[src/hdl/psrc_mac.sv]
// Shared multiply-accumulate unit: registered product, then 64-bit accumulate.
module psrc_mac (
   input  logic        clock,
   input  logic        clear,
   input  logic        en,
   input  logic [31:0] a,
   input  logic [31:0] b,
   output logic [63:0] acc
);
   logic [63:0] prod_ff;
   logic        pv_ff;
   logic [63:0] acc_ff;
   logic [63:0] acc_in;

   // Product stage; the 64-bit target widens the signed 32 by 32 product.
   always_ff @(posedge clock) begin
      prod_ff <= $signed(a) * $signed(b);
      pv_ff   <= en;
   end

   // Accumulate stage, wraps modulo two to the 64.
   always_comb begin
      acc_in = acc_ff;
      if (clear)
         acc_in = '0;
      else if (pv_ff)
         acc_in = acc_ff + prod_ff;
   end

   always_ff @(posedge clock) begin
      acc_ff <= acc_in;
   end

   assign acc = acc_ff;
endmodule

[config.mk]
export PLATFORM = sky130hd
export DESIGN_NAME = psrc_mac
export DESIGN_NICKNAME = d
export VERILOG_FILES = /design/src/hdl/psrc_mac.sv
export SDC_FILE = /design/constraint.sdc
export NUM_CORES = 2
export LEC_CHECK = 0
export BUFFER_PORTS_ARGS = -buffer_cell sky130_fd_sc_hd__buf_2
export CAP_MARGIN = 20
export CORE_MARGIN = 5
export CORE_UTILIZATION = 60
export CTS_BUF_LIST = sky130_fd_sc_hd__clkbuf_16
export CTS_CLUSTER_SIZE = 12
export DETAILED_ROUTE_END_ITERATION = 8
export PLACE_DENSITY = 0.8
export SLEW_MARGIN = 25
export SYNTH_ARGS = -nofsm -noshare
export SYNTH_HDL_FRONTEND = slang
export SYNTH_SLANG_ARGS = --single-unit
[constraint.sdc]
create_clock -name clock -period 10.3 [get_ports clock]
set_clock_uncertainty 0.1 [all_clocks]
set_input_delay 2.06 -clock clock [delete_from_list [all_inputs] [get_ports clock]]
set_output_delay 2.06 -clock clock [all_outputs]
set_load 0.1 [all_outputs]
Yosys cells after proc, flatten, opt, wreduce, memory -nomap -nowiden --
Index checks and enable logic that the tools add are counted. W data, S select, Z words.
Storage, ports and cells: register bits 129, bits of input ports 67, output and inout bits 64
Cells by class: $add $sub $neg 1, multipliers 1
Operators by type and width (number):
- $add A64 B64 Y64 | 1
- $mul A32 B32 Y64 | 1

Longest topological paths before layout --
depth in word-level cells 1, gate-level depth with buffers 29

Worst setup path after synthesis --
OpenSTA, ideal clock, no wires.
path kind input -> register, start point in a[31], end point reg prod_ff[61], setup time 0.072 ns, data arrival time 9.657 ns, path slack 0.471 ns, stages 26, path buffers 1, cell sequence clkbuf_1 nand2_1 inv_1 fa_1 inv_1 fa_1 inv_1 fa_1 fa_1 inv_1 fa_1 inv_1 fa_1 fa_1 fa_1 ha_1 a21o_1 a21o_1 a21o_1 a221oi_1 nand2_1 a221o_1 nor3b_2 or3_4 a31oi_4 xnor2_1
Between the ends: word-level cells in the longest chain between the ends 1
RTL lines:
- start: declaration | line 6 | input logic [31:0] a,
- $mul A32 B32 Y64 | line 17 | prod_ff <= $signed(a) * $signed(b);
- end signal: assignment | line 17
- end: declaration | line 10 | logic [63:0] prod_ff;
Every way passes these cells. A chain may end at the register's enable or synchronous reset.

Worst setup path in the final report --
start point in b[8], end point reg prod_ff[61]
Between the ends: word-level cells in the longest chain between the ends 1
RTL lines:
- start: declaration | line 7 | input logic [31:0] b,
- $mul A32 B32 Y64 | line 17
Every way passes these cells.

==> impl_metrics.ini <==
[routing]
drtAntennaViolNets = 0
drc = 0
dr.pass1.iters = 8
vias = 32297
wire_per_inst_um = 19.6
via_per_inst = 5.70
drtIter0Drc = 2046
routed_wl_um = 111000

[floorplan]
start_util_pct = 60.6
dieArea_mm2 = 0.0777
boundaryPins = 131
dieHeight_um = 279
rows = 98
die_w_um = 279
core_region_area_mm2 = 0.0715

[timing]
max_slew_margin_pct = 43.8
tightest_slew_ns = 0.832
setup_viol = 0
fmax_ghz = 0.103
rsz0062_at_grt = false
drv_slew = 0
fin_crit_sh_pct = 93.8
finalCriticalPeriod_ns = 9.66
tns_ns = 0
finalHoldViolations = 0

[yosys]
synth-main-ff-cell = dfxtp_1
synth_cell_types = 80
ys_seq_elements = 129
synth_edf_count = 0
netlist_instances = 4709
ys_warn_count = 0
syn_nets = 6106
syn_avg_cell_area_um2 = 9.20
ys_seq_area_share_pct = 5.96
syn-cell-area_mm2 = 0.0433
async_reset_ff_share_pct = 0

[cells_and_area]
final.fill_count = 5715
multiInputGateArea_mm2 = 0.0361
finalNetCount = 6096
drive_gt1_share_pct = 5.94
ff_latch_area_mm2 = 0.00258
synthToLayoutAreaGrowth_pct = 5.07
stdcell_area_mm2 = 0.0455
stdcell_count = 5663

[global_routing]
grt_start_max_net_pins = 64
grt_use_total_pct = 29.6
grt_pass1_vias = 35942
grt_pass1_wl_um = 184000
antenna_found_initial = 3
overflow = 0

[setup_path]
cp.required_ns = 10.56
crit_chain = buf_2 > nand2_1 > fa_1 > fa_1 > fa_1 > inv_1 > fa_1 > fa_1 > fa_1 > fa_1 > fa_1 > ha_1 > a21o_1 > a21o_1 > a21o_1 > a221oi_1 > nand2_1 > a221o_1 > nor3b_2 > or3_4 > a31oi_4 > xnor2_1
critical_path_arrival_ns = 9.93
crit_fanout = 24
cp_common_cell = fa_1
slowest_delay_ns = 0.89
cp-end-kind = flop
cp-start-kind = input port
cp_slowest_cell = fa_1
critPathKind = in -> reg
crit_buf_inv = 2
path_delay_family = adder cells

[place]
routabilityCongestion = 0.942
port_buffers = 130
place_hpwl_um = 94400
placed_cells = 5630
placed_area_mm2 = 0.0449

[clocking]
post_cts_buffers = 0
cts_made_buffers = 17
cts-resized-gates = 0
ctsHoldBuffers = 0
cts_tree = done
worstSkewPairLatency_ns = 0.43
path_clk_slew_ns = 0.06
clock_sinks = 129
cts_root_buffer = clkbuf_16
clk_path_buf_depth = 2
htreeDepth = 4

[min_path]
min_path_type = reg -> reg

[run]
cap_violations = 0

[run_status]
status = complete, no violations
-- stage by stage --
stage               setup WS [ns]  utilization [%]  hold WS (ns)
floorplan                   0.471                -         0.451
finish                      0.636             63.7         0.392
detailed placement          0.209             62.9         0.387
global placement            0.345             62.9         0.373
global route                0.284             63.7         0.418
CTS                         0.668             63.7         0.395
-- worst reg2reg max path: cells and delay by family, from the launching register on --
kind / cells / cell delay, ns
DFF: 1 / 0.40
and+or+nand+nor: 1 / 0.18
adders and majority gates: 2 / 0.62
xor gates and xnor gates: 1 / 0.23
AOI/OAI and AO/OA: 8 / 2.49
buffers and inverters: 1 / 0.07
-- flip-flops by register name, indices dropped and copies added (netlist names) --
register	flops
prod_ff	64
acc	64
pv_ff	1
-- layer usage --
layer  part of all wire (%)  track usage, %  vias to the layer above
li1                       -               -                    14021
met1                     35            35.9                    16310
met2                     51            51.1                     1505
met3                    7.3            4.57                      459
met4                    6.7            16.0                        2
met5                 0.0099               0                        -
-- layout make-up --
cell class	count	share of cell area [%]
diodes	1	0.00550
clock buffers	17	0.935
clock inverters	15	0.316
inverters	985	8.12
multi-input cells	3344	79.3
flip-flops and latches	129	5.68
well taps	950	2.61
repair buffers	222	3.03
-- Yosys cell counts (all sizes together) (4+ instances only) --
cell type	n	area, um2
fa	1083	21700
inv	984	3690
nand2	587	2200
and2	517	3230
ha	247	3090
clkbuf	244	916
nor2	150	563
a21oi	138	694
dfxtp	129	2580
a21o	73	549
xnor2	72	631
o21ai	71	355
xor2	49	429
nor3	31	160
nand4	29	181
mux2i	28	280
and3	23	144
nand3	23	115
o21bai	22	165
a211oi	19	153
o21a	19	143
a31oi	17	136
nand2b	17	106
nor2b	15	93.8
o211ai	14	110
o31ai	9	72.6
or3	9	66.3
a221oi	8	76.3
buf	7	27.5
a31o	5	43.8
nor4	5	31.3
a311oi	4	41.3
o221ai	4	35.0
o22ai	4	25.0
o311ai	4	42.6
or2	4	25.0
-- kinds of logic after synthesis --
logic type	after synthesis	synth area share (%)
buffers and inverters	1236	10.7
adder cells (fa/ha/maj)	1330	57.2
multiplexers	30	0.699
AO/OA/AOI/OAI	439	6.71
XOR/XNOR	121	2.45
AND/OR/NAND/NOR	1424	16.3
flip-flops	129	5.96
-- layout by cell type (no fill, tap or decap), types with 19 or more instances in the layout --
cell / synthesis / routed
fa_1: 1083 / 1083
inv_1: 984 / 986
nand2_1: 587 / 587
and2_1: 517 / 517
ha_1: 247 / 247
nor2_1: 150 / 150
a21oi_1: 137 / 137
buf_2: 1 / 130
dfxtp_1: 129 / 128
buf_4: 0 / 89
a21o_1: 72 / 72
xnor2_1: 72 / 72
o21ai_0: 68 / 68
xor2_1: 49 / 49
nor3_1: 30 / 30
nand4_1: 29 / 29
mux2i_1: 28 / 28
and3_1: 23 / 23
nand3_1: 23 / 23
o21bai_1: 22 / 22
o21a_1: 19 / 19
-- path summary, 6_finish.rpt --
path / to / cells past startpoint / from / slack (ns)
setup / recovery: prod_ff[61]$_DFF_P_ / 22 / b[8] / 0.64
hold / removal: acc[16]$_SDFFE_PP0P_ / 2 / acc[16]$_SDFFE_PP0P_ / 0.39
setup reg to reg: acc[62]$_SDFFE_PP0P_ / 13 / acc[0]$_SDFFE_PP0P_ / 6.09
hold reg to reg: acc[16]$_SDFFE_PP0P_ / 2 / acc[16]$_SDFFE_PP0P_ / 0.39
Power is not shown: default switching activity piles up to over one toggle a cycle in this logic, so the estimate is an artifact.
